**config.mk**
```make
export PLATFORM = sky130hd
export DESIGN_NAME = tufn_front
export DESIGN_NICKNAME = d
export VERILOG_FILES = /design/src/rtl/tufn_pkg.sv /design/src/rtl/tufn_front.sv
export SDC_FILE = /design/constraint.sdc
export NUM_CORES = 2
export LEC_CHECK = 0
export ABC_AREA = 1
export BUFFER_PORTS_ARGS = -buffer_cell sky130_fd_sc_hd__buf_2
export CAP_MARGIN = 20
export CORE_MARGIN = 2
export CORE_UTILIZATION = 65
export CTS_BUF_LIST = sky130_fd_sc_hd__clkbuf_4 sky130_fd_sc_hd__clkbuf_8
export DETAILED_ROUTE_END_ITERATION = 6
export GPL_ROUTABILITY_DRIVEN = 1
export PLACE_DENSITY_LB_ADDON = 0.3
export SYNTH_ARGS = -nofsm -noshare
export SYNTH_HDL_FRONTEND = slang
export SYNTH_SLANG_ARGS = --single-unit
```
**constraint.sdc**
```tcl
create_clock -name clk -period 9.5 [get_ports clk]
set_input_delay 1.9 -clock clk [delete_from_list [all_inputs] [get_ports clk]]
set_output_delay 1.9 -clock clk [all_outputs]
set_load 0.05 [all_outputs]
```
**src/rtl/tufn_pkg.sv**
```systemverilog
// Shared types for the triangle unit face normal block.
// No dependencies.
`default_nettype none
package tufn_pkg;
	typedef struct packed {
		logic signed [31:0] x;
		logic signed [31:0] y;
		logic signed [31:0] z;
	} cross_t;

	localparam int unsigned QUEUE_DEPTH = 2;
endpackage
`default_nettype wire

```
**src/rtl/tufn_front.sv**
```systemverilog
// Front part: edge vectors and wrapped cross product of one face.
// Depends on tufn_pkg.
`default_nettype none
module tufn_front import tufn_pkg::*; (
	input  wire logic               clk,
	input  wire logic               arst_n,
	input  wire logic               in_valid,
	input  wire logic signed [15:0] a_x, a_y, a_z,
	input  wire logic signed [15:0] b_x, b_y, b_z,
	input  wire logic signed [15:0] c_x, c_y, c_z,
	output logic                    out_valid,
	output cross_t                  out_cross
);
	logic               v_s1, v_s2, v_s3;
	logic signed [15:0] ex_s1, ey_s1, ez_s1, fx_s1, fy_s1, fz_s1;
	logic signed [31:0] p0_s2, p1_s2, p2_s2, p3_s2, p4_s2, p5_s2;
	cross_t             cr_s3;

	always_ff @(posedge clk or negedge arst_n) begin
		if (!arst_n) begin
			v_s1 <= 1'b0;
			v_s2 <= 1'b0;
			v_s3 <= 1'b0;
		end else begin
			v_s1 <= in_valid;
			v_s2 <= v_s1;
			v_s3 <= v_s2;
		end
	end

	always_ff @(posedge clk) begin
		ex_s1 <= a_x - b_x;
		ey_s1 <= a_y - b_y;
		ez_s1 <= a_z - b_z;
		fx_s1 <= b_x - c_x;
		fy_s1 <= b_y - c_y;
		fz_s1 <= b_z - c_z;
		p0_s2 <= ey_s1 * fz_s1;
		p1_s2 <= fy_s1 * ez_s1;
		p2_s2 <= ez_s1 * fx_s1;
		p3_s2 <= fz_s1 * ex_s1;
		p4_s2 <= ex_s1 * fy_s1;
		p5_s2 <= fx_s1 * ey_s1;
		cr_s3.x <= p0_s2 - p1_s2;
		cr_s3.y <= p2_s2 - p3_s2;
		cr_s3.z <= p4_s2 - p5_s2;
	end

	assign out_valid = v_s3;
	assign out_cross = cr_s3;
endmodule
`default_nettype wire

```
**Yosys cells after proc, flatten, opt, wreduce, memory -nomap -nowiden**

Index checks and enable logic that the tools add are counted.

- Register bits after elaboration: 387
- Output and inout bits: 97

- $add $sub $neg: 9
- Multiply operators: 6

Operator list:

| cell | count |
|---|---|
| $mul A16 B16 Y32 | 6 |
| $sub A16 B16 Y16 | 6 |
| $sub A32 B32 Y32 | 3 |

**Logic depth before layout (Yosys ltp)**

- Word-level depth: 1
- Mapped depth: 27

**Worst setup path after synthesis**

No wires, ideal clock.

- Kind: register to register
- Start: register ez_s1[15]
- End: register p2_s2[31]
- Cell stages (with the launch flop): 23
- Period minus slack after synthesis: 5526 ps
- Arrival: 5414 ps
- Required time: 9388 ps
- Slack: 3974 ps
- Buffers on the path: 2
- Path through: dfxtp_1 clkbuf_1 clkbuf_1 nand2_1 inv_1 fa_1 fa_1 fa_1 fa_1 fa_1 inv_1 fa_1 inv_1 ha_1 nand2_2 nor2_1 inv_1 nor3_1 nand2_1 inv_1 nor2_1 nand2_1 nand2_1

- Cells in the longest elaborated chain, start to end: 1

Ends and longest elaborated chain:

| item | RTL line | text |
|---|---|---|
| start: declaration | tufn_front.sv:15 | `logic signed [15:0] ex_s1, ey_s1, ez_s1, fx_s1, fy_s1, fz_s1;` |
| start signal: assignment | tufn_front.sv:34 | `ez_s1 <= a_z - b_z;` |
| $mul A16 B16 Y32 | tufn_front.sv:40 | `p2_s2 <= ez_s1 * fx_s1;` |
| end signal: assignment | tufn_front.sv:40 |  |
| end: declaration | tufn_front.sv:16 | `logic signed [31:0] p0_s2, p1_s2, p2_s2, p3_s2, p4_s2, p5_s2;` |

Every way passes these cells.

**Worst setup path in the final report**

- Start: register fz_s1[2]
- End: register p0_s2[27]

- Cells in the longest elaborated chain, start to end: 1

Ends and longest elaborated chain:

| item | RTL line | text |
|---|---|---|
| start: declaration | tufn_front.sv:15 |  |
| start signal: assignment | tufn_front.sv:37 | `fz_s1 <= b_z - c_z;` |
| $mul A16 B16 Y32 | tufn_front.sv:38 | `p0_s2 <= ey_s1 * fz_s1;` |
| end signal: assignment | tufn_front.sv:38 |  |
| end: declaration | tufn_front.sv:16 |  |

Every way passes these cells.

==> impl_metrics.ini <==
[synthesis]
synthCells = 11260
synth_edf_count = 0
ys_warn_count = 0
yosysSeqAreaShare_pct = 9.26
synth.most_common_cell = inv_1
ys_ff_latch = 387
synth_ff_type = dfxtp_1
yosysTopAreaCellShare_pct = 37.8
syn_avg_cell_area_um2 = 7.44
postSynth.asyncResetShare_pct = 0.775
synth_largest_area_cell = fa_1
ys_top_cells_by_count = 3327 x inv_1, 3095 x nand2_1, 1581 x fa_1, 675 x ha_1, 396 x nor2_1
synth_area_leaders = fa_1 38%, inv_1 15%, nand2_1 14%
syn_nets = 13663
yosysUniqueCellTypes = 38
syn_area_um2 = 83800

[drt]
wire_per_inst_um = 18.8
num_vias = 71291
drtPass1Iterations = 7
via_per_inst = 5.44
ant_nets = 0
wl_um = 246000
drc_errors = 1
first_iter_violations = 6309

[setup_path]
crit_required_ns = 10.23
critPathArrivalTime_ns = 7.28
cp-start-kind = flip-flop
crit_fanout = 18
crit_type = reg2reg
endpoint_kind = flip-flop

[cts]
cts_buffers = 77
cts_setup_buffers = 0
clk_path_buf_depth = 3
cts-root-buf = clkbuf_8
htree_levels = 3
cts_resized = 0
cts_hold_buf = 0
path_clk_slew_ns = 0.06
clk_latency_ns = 0.81
cts_sinks = 387
cts_tree = yes

[floorplanning]
die_w_um = 363
die_height_um = 363
die_area_um2 = 132000
initial_core_util_pct = 65.6
coreArea_um2 = 128000
rows = 131
pin_count = 244

[global_routing]
grt_max_degree = 33
grt_pass1_vias = 75671
grt_pass1_wl_um = 397000
grtUsageTotal_pct = 38.6
antenna_found_initial = 7
overflow = 0

[place]
routabilityCongestion = 0.986
port_buffers = 243
dp_hpwl_um = 201000

[sta]
worstMarginPinSlew_ns = 1.06
setup_viol = 0
fin_crit_sh_pct = 68.9
slew_headroom_pct = 29.4
fin_crit_ns = 6.54
rsz0062_at_grt = no
final-hold-violation-count = 0
max_clock_freq_mhz = 153
setup_tns_ns = 0
slew_violations = 0
fin_skew_ns = 0.0417

[cells_and_area]
nFillCells = 10668
nNetsFinal = 13782
drive_above_1_share_pct = 5.51
areaGrowthSynthToFinish_pct = 5.58

[hold_path]
hp-class = reg2reg

[outcome]
violations = DRC
status = finished, violations left

[flow_run]
cap_violations = 0
==> cell usage in the layout, fill, tap and decap left out, types with 29 or more instances in the layout <==
cell      synthesis  layout
nor2_1          396     396
clkbuf_8          0      95
fa_1           1581    1581
o21bai_1         49      49
dfxtp_1         384     375
nand3_1         305     305
nor3_1           70      70
nand2_1        3095    3095
or2_2            29      29
ha_1            675     675
buf_4             0      86
nor2_2           50      50
inv_1          3327    3327
xor2_1          209     209
a21oi_1         355     355
buf_2             0     243
xnor2_1          41      41
o21ai_0         134     134
nand4_1          98      98
==> state kept, by name (all words and copies together), names as in the netlist, 32 cells and up <==
name and count:
out_cross 96, p0_s2 32, p1_s2 32, p2_s2 32, p3_s2 32, p4_s2 32
p5_s2 32
==> area by class of cell <==
class                   count  area [um2]  share of cell area [%]
well taps                1662        2080                    2.35
multi-input cells        7248       62400                    70.6
clock buffers             109        1410                    1.60
diodes                      1        2.50                 0.00283
repair buffers            329        1860                    2.10
inverters                3336       12500                    14.2
clock inverters            30         394                   0.446
flip-flops and latches    387        7770                    8.79
==> worst paths after layout <==
| path | slack (ns) | startpoint | cells after the start | endpoint |
|---|---|---|---|---|
| setup / recovery | 2.96 | fz_s1[2] | 20 | p0_s2[27] |
| setup reg to reg | 2.96 | fz_s1[2] | 20 | p0_s2[27] |
| hold reg to reg | 0.35 | v_s1 | 0 | v_s2 |
| min in group asynchronous | 0.89 | arst_n | 1 | v_s1 |
| max in group asynchronous | 8.50 | arst_n | 1 | v_s2 |
| hold / removal | 0.35 | v_s1 | 0 | v_s2 |
==> logic make-up (layout without fill, tap and decap cells) <==
group	after synthesis	count (layout)	share of synthesized area, %
simple gates	4140	4140	20.1
buf+inv	3625	3804	16.2
fa+ha+maj	2256	2256	47.9
compound gates	602	602	3.92
flops	387	387	9.26
xor+xnor	250	250	2.61
other cells	0	1	0
==> critical path, stage by stage, from the launching register on <==
cell and delay, ns:
dfxtp_1 0.85, buf_4 0.37, nand2_1 0.13, inv_1 0.14
fa_1 0.57, fa_1 0.90, fa_1 0.54, fa_1 0.51
fa_1 0.48, inv_1 0.05, fa_1 0.47, inv_1 0.04
ha_1 0.36, nand2_1 0.12, nor2_1 0.18, inv_1 0.11
nor3_1 0.23, nand3_1 0.17, nand3_1 0.12, nand2_1 0.05
nand2_1 0.05
==> routing by layer <==
metal  GRT usage (%)  routed length (um)  vias to the layer above
li1                -                   -                    32543
met1            49.6               94700                    34312
met2            62.8              114000                     3492
met3            7.51               23600                      932
met4            19.3               14100                       12
met5           0.363                 135                        -
==> metrics by stage <==
stage / worst slack, ns / area (um2) / hold WS, ns / util [%] / instances
global placement: 3.19 / 86700 / 0.332 / 67.9 / 12962
detailed placement: 3.05 / 86700 / 0.336 / 67.9 / 12962
finish: 2.96 / 88500 / 0.350 / 69.3 / 13102
global route: 2.64 / 88500 / 0.360 / 69.3 / 13102
floorplan: 3.97 / 83800 / 0.331 / - / 11260
CTS: 3.02 / 88500 / 0.350 / 69.3 / 13101
Power is left out: the tool's default activity adds up to more than one toggle a clock period on the data nets, which glitch-free logic cannot reach.
