--- config.mk ---
export PLATFORM = sky130hd
export DESIGN_NAME = tufn_queue
export DESIGN_NICKNAME = d
export VERILOG_FILES = /design/src/rtl/tufn_pkg.sv /design/src/rtl/tufn_queue.sv
export SDC_FILE = /design/constraint.sdc
export NUM_CORES = 1
export LEC_CHECK = 0
export BUFFER_PORTS_ARGS = -buffer_cell sky130_fd_sc_hd__buf_2
export CORE_MARGIN = 8
export CORE_UTILIZATION = 44
export CTS_CLUSTER_SIZE = 10
export DETAILED_ROUTE_END_ITERATION = 7
export GPL_ROUTABILITY_DRIVEN = 0
export GPL_TIMING_DRIVEN = 0
export PLACE_DENSITY_LB_ADDON = 0.05
export SYNTH_ARGS = -nofsm -noshare
export SYNTH_HDL_FRONTEND = slang
export SYNTH_SLANG_ARGS = --single-unit
export TNS_END_PERCENT = 100
--- constraint.sdc ---
create_clock -name clk -period 7 [get_ports clk]
set_clock_uncertainty 0.05 [all_clocks]
set_input_delay 2.1 -clock clk [delete_from_list [all_inputs] [get_ports clk]]
set_output_delay 2.1 -clock clk [all_outputs]
set_load 0.005 [all_outputs]
--- src/rtl/tufn_pkg.sv ---
// Shared types for the triangle unit face normal block.
// No dependencies.
`default_nettype none
package tufn_pkg;
	typedef struct packed {
		logic signed [31:0] x;
		logic signed [31:0] y;
		logic signed [31:0] z;
	} cross_t;

	localparam int unsigned QUEUE_DEPTH = 2;
endpackage
`default_nettype wire

--- src/rtl/tufn_queue.sv ---
// Short queue between the front and back parts.
// Depends on tufn_pkg.
`default_nettype none
module tufn_queue import tufn_pkg::*; (
	input  wire logic   clk,
	input  wire logic   arst_n,
	input  wire logic   push,
	input  cross_t      push_data,
	input  wire logic   pop,
	output logic        empty,
	output logic        full,
	output cross_t      head
);
	cross_t     mem_q [QUEUE_DEPTH];
	logic       wr_q, rd_q;
	logic [1:0] cnt_q;

	assign empty = (cnt_q == 2'd0);
	assign full  = (cnt_q == 2'(QUEUE_DEPTH));
	assign head  = mem_q[rd_q];

	always_ff @(posedge clk) begin
		if (push && !full)
			mem_q[wr_q] <= push_data;
	end

	always_ff @(posedge clk or negedge arst_n) begin
		if (!arst_n) begin
			wr_q  <= 1'b0;
			rd_q  <= 1'b0;
			cnt_q <= 2'd0;
		end else begin
			if (push && !full)
				wr_q <= !wr_q;
			if (pop && !empty)
				rd_q <= !rd_q;
			cnt_q <= cnt_q + 2'(push && !full) - 2'(pop && !empty);
		end
	end
endmodule
`default_nettype wire

# [Yosys cells after proc, flatten, opt, wreduce, memory -nomap -nowiden]
# Memories as Yosys holds them, arrays and structs flattened.
# Cells that the tools add are included.
[word_totals] ram_bits=192 output_inout_bits=98 rom_bits=0 elab_cells=16 latchBits=0 inputBits=100 reg_bits=4 memories=1
[classes] n_bitwise=0 add_sub_neg=2 reduce_logical=7 n_shift=0 order_cmp=0 n_mul=0 n_mux=2 n_div=0 eq_ne=1
[mem_list] name="mem_q" depth=2 word_bits=96 read_ports=1 rd_clocked_by_memory_dff=0 write_ports=1 line_no="tufn_queue.sv:14" rtl="cross_t mem_q [QUEUE_DEPTH];"
[ops] operator="$logic_not A1 Y1" count=4
[ops] operator="$add A2 B1 Y2" count=1
[ops] operator="$eq A2 B2 Y1 const B" count=1
[ops] operator="$logic_and A1 B1 Y1" count=2
[ops] operator="$logic_not A2 Y1" count=1
[ops] operator="$mux W1" count=2
[ops] operator="$sub A2 B1 Y2" count=1

# [Longest topological paths before layout]
# Gate-level depths: netlist of run 1.
[depth] ltp_word=5 depth_mapped=7

# [Worst setup path before layout of run 1]
# No wires, ideal clock.
[synth_path] path_type="input port to flip-flop" start="input port push" end="memory mem_q[0][0] (netlist bit), enable pin" cell_stages=2 n_path_buf=0 arrival_ps=6191 setup_time_ps=551 required_time_ps=6399 path_slack_ps=208 cell_sequence="nand2_1 -> nor2_1"
[synth_via] elab_chain_cells=3
[synth_lines] element="start, declared" line_no="tufn_queue.sv:7" rtl="input wire logic push,"
[synth_lines] element="$logic_and A1 B1 Y1" line_no="tufn_queue.sv:23" rtl="if (push && !full)"
[synth_lines] element="$mux W1" line_no="tufn_queue.sv:23"
[synth_lines] element="$mux W1 (implied by the code)" line_no="tufn_queue.sv:24" rtl="mem_q[wr_q] <= push_data;"
[synth_lines] element="end, declared" line_no="tufn_queue.sv:14"
# Every way passes these cells.

==> metrics.md, run 1 <==
| Metric | Value |
|---|---|
| Fin. max-slew vios | 0 |
| Startpoint Class | flip-flop |
| Average size of a mapped cell | 22.8 um^2 |
| Synth warn | 0 |
| Pin count of the biggest net entering global routing | 60 |
| Worst IR Drop VDD | 0.172 mV |
| Crit Path Category | reg2out |
| Unrepaired setup endpoints after global routing | no |
| Clock-pin slew on the worst setup and hold paths | 0.06 ns |
| First-pass GRT wire length | 20300 um |
| Remaining DRCs | 0 |
| Die width | 144 um |
| PnR worst setup slack | 3.16 ns |
| Total die area | 20800 um^2 |
| M1 wire length | 5320 um |
| Synth cell types | 15 |
| Depth of the CTS H-tree | 4 |
| HP Class | reg2reg |
| Detailed Place HPWL | 9540 um |
| Number of diodes | 0 |
| Clk_lat worst skew | 0.41 ns |
| IO buf count | 197 |
| Placed Instances | 738 |
| Final setup violation count | 0 |
| PostCTS Resize Cnt | 0 |
| Max Root-Sink Buffers | 2 |
| Vias in the first global route | 3801 |
| Antenna-violating nets left | 0 |
| Layout area overhead | 25.7% |
| Max cap viols | 0 |
| Final hold violation count | 0 |
| Overall die height | 144 um |
| Number of buffers created by CTS | 17 |
| Syn Nets | 419 |
| Clk sinks | 196 |
| Post-CTS Repair Setup Buffers | 0 |
| Outcome | finished, final reports clean |
| Mapped Area | 7240 um^2 |
| Crit path DAT | 1.69 ns |
| Nets | 639 |
| Req. time, crit path | 4.85 ns |
| Final period util | 54.9% |
| Dpl ws | 3.31 ns |
| Core area | 16300 um^2 |
| Post-synthesis sequential area ratio | 81.0% |
| Final Critical Period | 3.84 ns |
| CTS tree | built |
| Pwr Density | 397 nW/um^2 |
| Commonest non-fill, non-tap cells in the layout | 203 x buf_2, 192 x edfxtp_1, 66 x mux2_2 |
| Initial DRC count | 238 |
| Num ports | 198 |
| DR WL/cell | 18.0 um |
| Post-DR vias/cell | 4.61 |
| Worst-Margin Slew | 0.576 ns |
| DR WL met2 | 6950 um |
| Crit Path Max Fanout | 10 |
| Uppermost layer routed | met5 |
| Total negative slack | 0 ns |
| Initial antenna violation count | 2 |
| Post-synthesis register bit count | 196 |
| Remaining Overflow, GRT | 0 |
| Most common cell after layout, fill and taps aside | buf_2 |
| Slew margin rel. | 61.5% |
| FMAX | 0.260 GHz |
| Synth Instances | 317 |
| Clock root buffer | clkbuf_16 |
| Drt first pass iters | 4 |
| Fill count | 1351 |
| Via count | 3547 |
| WL final | 13800 um |
| Multi-input gate area | 1300 um^2 |
| Routed length on met3 | 1410 um |
| Final non-filler cell total | 769 |
| Share of post-route cells with drive strength above 1 | 61.0% |
| Worst setup EP type | output port |
| Register Area | 5870 um^2 |
| Starting Density | 44.3% |
| Leak | 0.00350 uW |
| Row Count | 47 |
| Cts hold-fix bufs | 0 |
| GR Util All Layers | 13.4% |
==> layer usage <==
layer / track usage (%) / vias to the layer above
met4: 4.44 / 4
met2: 21.7 / 127
met3: 6.87 / 12
met5: 0 / -
met1: 14.9 / 1714
li1: - / 1690
==> power by group <==
group | leakage [uW] | switching (uW) | internal, uW | total, uW
clock | 0.000246 | 385 | 449 | 834
sequential | 0.00183 | 56.6 | 1600 | 1660
combinational | 0.00143 | 540 | 582 | 1120
==> flip-flops by register name, indices dropped and copies added, names as in the netlist <==
signal	flops
rd_q	1
cnt_q	2
wr_q	1
mem_q	192
==> cell families (layout without fill, tap and decap cells) <==
kind of cell | count (synthesis) | after routing | synth area share (%)
and+or+nand+nor | 6 | 6 | 0.415
muxes | 96 | 96 | 16.5
buffers and inverters | 13 | 245 | 1.30
xor gates and xnor gates | 4 | 4 | 0.484
DFF | 196 | 196 | 81.0
adders and majority gates | 2 | 2 | 0.345
==> synthesized netlist by cell type <==
library cell	instances	area (um^2)
mux2_4	30	450
buf_2	6	30.0
nand2_1	1	3.75
xor2_1	1	8.76
nor2b_1	1	6.26
ha_1	2	25.0
inv_1	2	7.51
dfrtp_1	4	100
edfxtp_1	192	5770
xnor2_1	3	26.3
nand2b_1	1	6.26
buf_6	5	56.3
nor2_1	2	7.51
and3_1	1	6.26
mux2_2	66	743
==> layout make-up <==
cell class,instances,share of cell area (%)
Sequential cell,196,64.4
Multi-Input combinational cell,108,14.2
Timing Repair Buffer,201,11.8
Clock buffer,21,4.84
Tap cell,220,3.02
Buffer,11,0.948
Clock inverter,10,0.673
Inverter,2,0.0824
==> worst max-delay path, stage by stage (launching register included) <==
cell and delay, ns:
dfrtp_1 0.33, buf_6 0.13, buf_6 0.17, buf_6 0.20, mux2_4 0.31, buf_2 0.14
==> metrics by stage <==
step | power (uW) | hold slack, ns | instance area, um^2 | util [%]
after global routing | 3820 | 0.478 | 9110 | 55.7
final | 3610 | 0.459 | 9110 | 55.7
after global placement | 2840 | 0.426 | 8500 | 52.0
after CTS | 3690 | 0.460 | 9110 | 55.7
after detailed placement | 2840 | 0.449 | 8600 | 52.6
after floorplan | 2380 | 0.411 | 7240 | -
==> worst paths after layout <==
path,end,start,depth (start not counted),slack [ns]
hold reg to reg,cnt_q[1]$_DFF_PN0_,cnt_q[1]$_DFF_PN0_,1,0.46
setup / recovery,head[66],rd_q$_DFFE_PN0P_,5,3.16
max in group asynchronous,rd_q$_DFFE_PN0P_,arst_n,1,5.34
min in group asynchronous,wr_q$_DFFE_PN0P_,arst_n,1,1.44
setup reg to reg,mem_q[0][57]$_DFFE_PP_,cnt_q[0]$_DFF_PN0_,5,4.98
hold / removal,cnt_q[1]$_DFF_PN0_,cnt_q[1]$_DFF_PN0_,1,0.46
(Power assumes the default switching activity.)
==> run 2: changes to the inputs <==
==> constraint.sdc (replaced) <==
create_clock -name clk -period 3.65 [get_ports clk]
set_clock_uncertainty 0.05 [all_clocks]
set_input_delay 1.095 -clock clk [delete_from_list [all_inputs] [get_ports clk]]
set_output_delay 1.095 -clock clk [all_outputs]
set_load 0.005 [all_outputs]
==> run 2 against run 1 <==
  * Sequential power up 92%
  * First-iteration DRC count up 6.7%
  * Final cell count up 0.13%
  * Non-clock buffer count unchanged
  * Core utilization up 0.20 points
  * Critical path depth down 1
  * Critical path type unchanged
  * Hold slack worse by 0.038 ns
  * Worst setup slack worse by 2.4 ns
==> metrics.md, run 2 (synthesis gave the netlist of run 1 again) <==
| Metric | Value |
|---|---|
| Outcome | finished, final reports clean |
| Remaining DRCs | 0 |
| GR Util All Layers | 13.8% |
| Cts hold-fix bufs | 0 |
| Crit Path Max Fanout | 10 |
| Reg2Reg Depth | 5 |
| Leak | 0.00350 uW |
| Reg-to-Reg Start | cnt_q[1]$_DFF_PN0_ |
| Post-DR vias/cell | 4.67 |
| Final period util | 78.0% |
| Slowest cell on the critical path | mux2_2 |
| Number of buffers created by CTS | 17 |
| PostCTS Resize Cnt | 0 |
| Crit path DAT | 1.70 ns |
| Depth of the CTS H-tree | 4 |
| Pwr Density | 767 nW/um^2 |
| WL final | 14100 um |
| Power Total | 7010 uW |
| Final non-filler cell total | 770 |
| Min Hold Slack | 0.420 ns |
| Via count | 3594 |
| Final Critical Period | 2.85 ns |
| HP Class | in2async |
| Regs by FF count | mem_q (192), cnt_q (2) |
| Worst setup EP type | output port |
| Pin count of the biggest net entering global routing | 55 |
| Fin. max-slew vios | 0 |
| Most common cell after layout, fill and taps aside | buf_2 |
| Startpoint Class | flip-flop |
| Nets | 639 |
| Worst-Margin Slew | 0.691 ns |
| Sum of buffers and inverters on the critical path | 3 |
| Clock root buffer | clkbuf_16 |
| Delay-heaviest family, CP | buffers and inverters |
| Post-CTS Repair Setup Buffers | 0 |
| FMAX | 0.351 GHz |
| Req. time, crit path | 2.50 ns |
| Reg with most FFs | mem_q |
| Reg2Reg Setup Slack | 1.56 ns |
| Remaining Overflow, GRT | 0 |
| Clk_lat worst skew | 0.42 ns |
| Crit Path Category | reg2out |
| Share of post-route cells with drive strength above 1 | 60.9% |
| Starting Density | 44.3% |
| Initial DRC count | 254 |
| R2r endpoint | mem_q[0][61]$_DFFE_PP_ |
| Max Root-Sink Buffers | 2 |
| Clk sinks | 196 |
| Max cap viols | 0 |
| PnR worst setup slack | 0.802 ns |
| Antenna-violating nets left | 0 |
| Final setup violation count | 0 |
| Commonest non-fill, non-tap cells in the layout | 203 x buf_2, 192 x edfxtp_1, 66 x mux2_2 |
| Worst IR Drop VDD | 0.362 mV |
| Layout area overhead | 26.2% |
| CP cell instances | buf_6 -> buf_2 -> mux2_2 -> buf_2 |
| Initial antenna violation count | 3 |
| IO buf count | 197 |
| Detailed Place HPWL | 9840 um |
| Cell repeated most along the worst path | buf_2 |
| Placed Instances | 738 |
| Row Count | 47 |
| Drt first pass iters | 4 |
| Overall die height | 144 um |
| Die width | 144 um |
| Vias in the first global route | 3704 |
| Crit path largest cell delay | 0.39 ns |
| Max FFs per register | 192 |
| Slew margin rel. | 53.8% |
| CTS tree | built |
| Dpl ws | 0.865 ns |
| Clock-pin slew on the worst setup and hold paths | 0.06 ns |
| Total die area | 20800 um^2 |
| Core Util, Final | 55.9% |
| Final hold violation count | 0 |
| Core area | 16300 um^2 |
| DR WL/cell | 18.4 um |
| Num ports | 198 |
| Unrepaired setup endpoints after global routing | no |
| First-pass GRT wire length | 20800 um |
==> run 2: layout make-up <==
type | instances | area, um^2
timing repair buffer | 201 | 1080
fill | 1353 | 7210
clock inverter | 12 | 92.6
tap | 220 | 275
sequential | 196 | 5870
antenna | 2 | 5.00
multi-input combinational | 108 | 1300
buffer | 11 | 86.3
clock buffer | 18 | 429
inverter | 2 | 7.51
==> run 2: worst reg2reg max path, cell delays in order (launching register included) <==
cell	delay [ns]
dfrtp_1	0.40
nand2b_1	0.14
nand2_1	0.15
nor2_4	0.56
buf_16	0.25
buf_12	0.23
==> run 2: worst max-delay path by stage <==
stage,from,endpoint,cells after the start
global route,rd_q$_DFFE_PN0P_,head[46],4
floorplan,push,mem_q[0][0]$_DFFE_PP_,2
global placement,push,mem_q[0][81]$_DFFE_PP_,3
CTS,rd_q$_DFFE_PN0P_,head[55],4
detailed placement,push,mem_q[0][58]$_DFFE_PP_,5
finish,rd_q$_DFFE_PN0P_,head[51],4
==> run 2: power by group <==
part	internal [uW]	total, uW	switching [uW]
sequential	3070	3180	110
combinational	1120	2160	1040
clock	918	1670	752
total	5110	7010	1900
==> run 2: per-layer routing <==
metal | GRT usage (%) | wire [um] | vias to the layer above
li1 | - | - | 1698
met1 | 15.9 | 5620 | 1744
met2 | 22.0 | 7030 | 125
met3 | 6.37 | 1230 | 23
met4 | 5.81 | 244 | 4
met5 | 0 | 22 | -
==> run 2: per-stage QoR <==
stage          TNS, ns  area (um^2)
2_1_floorplan        0         7250
3_3_place_gp    -40.98         8510
3_5_place_dp         0         8610
4_1_cts              0         9130
5_1_grt              0         9140
6_report             0         9140
==> run 3: changes to the inputs <==
==> constraint.sdc (replaced) <==
create_clock -name clk -period 2.4 [get_ports clk]
set_clock_uncertainty 0.05 [all_clocks]
set_input_delay 0.72 -clock clk [delete_from_list [all_inputs] [get_ports clk]]
set_output_delay 0.72 -clock clk [all_outputs]
set_load 0.005 [all_outputs]
==> run 3 against run 2 <==
  * The run now ends with negative setup slack left
  * Flip-flop and latch count is the same
  * Global-route usage shrank 0.20 points
  * Hold slack lost 0.37 ns
  * Sequential share of layout area shrank 2.3 points
  * Worst setup slack lost 0.84 ns
  * Non-clock buffer count grew 1
  * Critical endpoint is now head[58]
  * Final area grew 3.7%
==> metrics.md, run 3 (synthesis gave the netlist of run 1 again) <==
| Metric | Value |
|---|---|
| Outcome | complete, but fails checks |
| Failing checks | negative setup slack |
| Leak | 0.00365 uW |
| IO buf count | 197 |
| Most common cell after layout, fill and taps aside | edfxtp_1 |
| Clk_lat worst skew | 0.41 ns |
| Nets | 640 |
| Clock-pin slew on the worst setup and hold paths | 0.06 ns |
| Via count | 3603 |
| WL final | 13900 um |
| Cts hold-fix bufs | 0 |
| Dpl ws | 0.0802 ns |
| Overall die height | 144 um |
| Clock root buffer | clkbuf_16 |
| Remaining Overflow, GRT | 0 |
| Worst setup EP type | output port |
| Die width | 144 um |
| Vias in the first global route | 3871 |
| Total negative slack | -0.914 ns |
| Final period util | 102% |
| HP Class | in2async |
| Row Count | 47 |
| Reg-to-Reg Start | cnt_q[0]$_DFF_PN0_ |
| Final Critical Period | 2.44 ns |
| Reg with most FFs | mem_q |
| GR Util All Layers | 13.6% |
| Number of buffers created by CTS | 17 |
| Critical Path End | head[58] |
| Regs by FF count | mem_q (192), cnt_q (2) |
| Core area | 16300 um^2 |
| Depth of the CTS H-tree | 4 |
| Pin count of the biggest net entering global routing | 51 |
| Startpoint Class | flip-flop |
| Crit Path Max Fanout | 10 |
| Initial antenna violation count | 0 |
| Fill count | 1306 |
| Fin. max-slew vios | 0 |
| Slew margin rel. | 53.2% |
| Crit path largest cell delay | 0.38 ns |
| Placed Instances | 738 |
| Req. time, crit path | 1.63 ns |
| Slowest cell on the critical path | dfrtp_1 |
| PnR worst setup slack | -0.0412 ns |
| Reg2Reg Setup Slack | 0.32 ns |
| Min Hold Slack | 0.0521 ns |
| Share of post-route cells with drive strength above 1 | 61.9% |
| Max cap viols | 0 |
| Reg2Reg Depth | 3 |
| Pwr Density | 1190 nW/um^2 |
| Final non-filler cell total | 770 |
| DR WL/cell | 18.0 um |
| R2r endpoint | mem_q[1][3]$_DFFE_PP_ |
| Detailed Place HPWL | 9770 um |
| Crit path DAT | 1.67 ns |
| Antenna-violating nets left | 0 |
| Final hold violation count | 0 |
| Remaining DRCs | 0 |
| Total die area | 20800 um^2 |
| FMAX | 0.410 GHz |
| Clk sinks | 196 |
| Drt first pass iters | 7 |
| Final setup violation count | 31 |
| Post-DR vias/cell | 4.68 |
| Unrepaired setup endpoints after global routing | yes |
| First-pass GRT wire length | 20700 um |
| CTS tree | built |
| Max Root-Sink Buffers | 2 |
| Crit Path Category | reg2out |
| Starting Density | 44.3% |
| Max FFs per register | 192 |
| Num ports | 198 |
| Worst-Margin Slew | 0.702 ns |
| Layout area overhead | 30.9% |
| Commonest non-fill, non-tap cells in the layout | 192 x edfxtp_1, 164 x buf_2, 63 x mux2_2 |
| Worst IR Drop VDD | 0.646 mV |
| Initial DRC count | 139 |
| CP cell instances | buf_6 -> buf_12 -> buf_12 -> mux2_4 -> buf_6 |
| Beginning of the critical path | rd_q$_DFFE_PN0P_ |
[run 3: worst min path at each step]
stage | start | end | cells past startpoint
2_1_floorplan | arst_n | cnt_q[0]$_DFF_PN0_ | 0
3_3_place_gp | cnt_q[1]$_DFF_PN0_ | cnt_q[1]$_DFF_PN0_ | 1
3_5_place_dp | cnt_q[1]$_DFF_PN0_ | cnt_q[1]$_DFF_PN0_ | 1
4_1_cts | arst_n | cnt_q[0]$_DFF_PN0_ | 1
5_1_grt | arst_n | cnt_q[0]$_DFF_PN0_ | 1
6_report | arst_n | cnt_q[0]$_DFF_PN0_ | 1
[run 3: what timing repair did]
item / 4_1_cts / 5_1_grt
buffers inserted: 1 / 0
setup endpoints to repair: 89 / 92
gates cloned: 0 / 0
resized for setup: 47 / 3
[run 3: per-stage QoR]
step	util, %	power [uW]	cell area [um^2]
4_1_cts	57.9	11500	9460
6_report	58.0	11300	9480
5_1_grt	58.0	11900	9480
3_5_place_dp	52.8	8310	8630
2_1_floorplan	-	6890	7270
3_3_place_gp	52.2	8170	8530
[run 3: critical path, delay by kind of cell, from the launching register on]
kind     cells  cell delay (ns)
buf+inv      4             0.56
flops        1             0.38
mux          1             0.31
[run 3: routing by layer]
layer / part of all wire (%) / GRT usage, % / wire length [um] / up-vias
met5: 0 / 0 / 0 / -
met4: 1.4 / 5.26 / 196 / 0
met3: 8.6 / 5.58 / 1200 / 17
met2: 53 / 23.6 / 7310 / 122
met1: 37 / 14.6 / 5160 / 1764
li1: - / - / - / 1700
[run 3: final cells by class]
class                           count  area [um^2]  area share [%]
Antenna cell                        1         2.50          0.0264
Sequential cell                   196         5870            61.9
Buffer                             11          136            1.44
Multi-Input combinational cell    108         1320            14.0
Timing Repair Buffer              202         1310            13.8
Inverter                            2         7.51          0.0792
Clock buffer                       17          425            4.49
Tap cell                          220          275            2.90
Clock inverter                     13          134            1.41
[run 3: power by group]
group	switching (uW)	internal (uW)
combinational	1640	2130
clock	1170	1520
sequential	171	4670
total	2990	8320
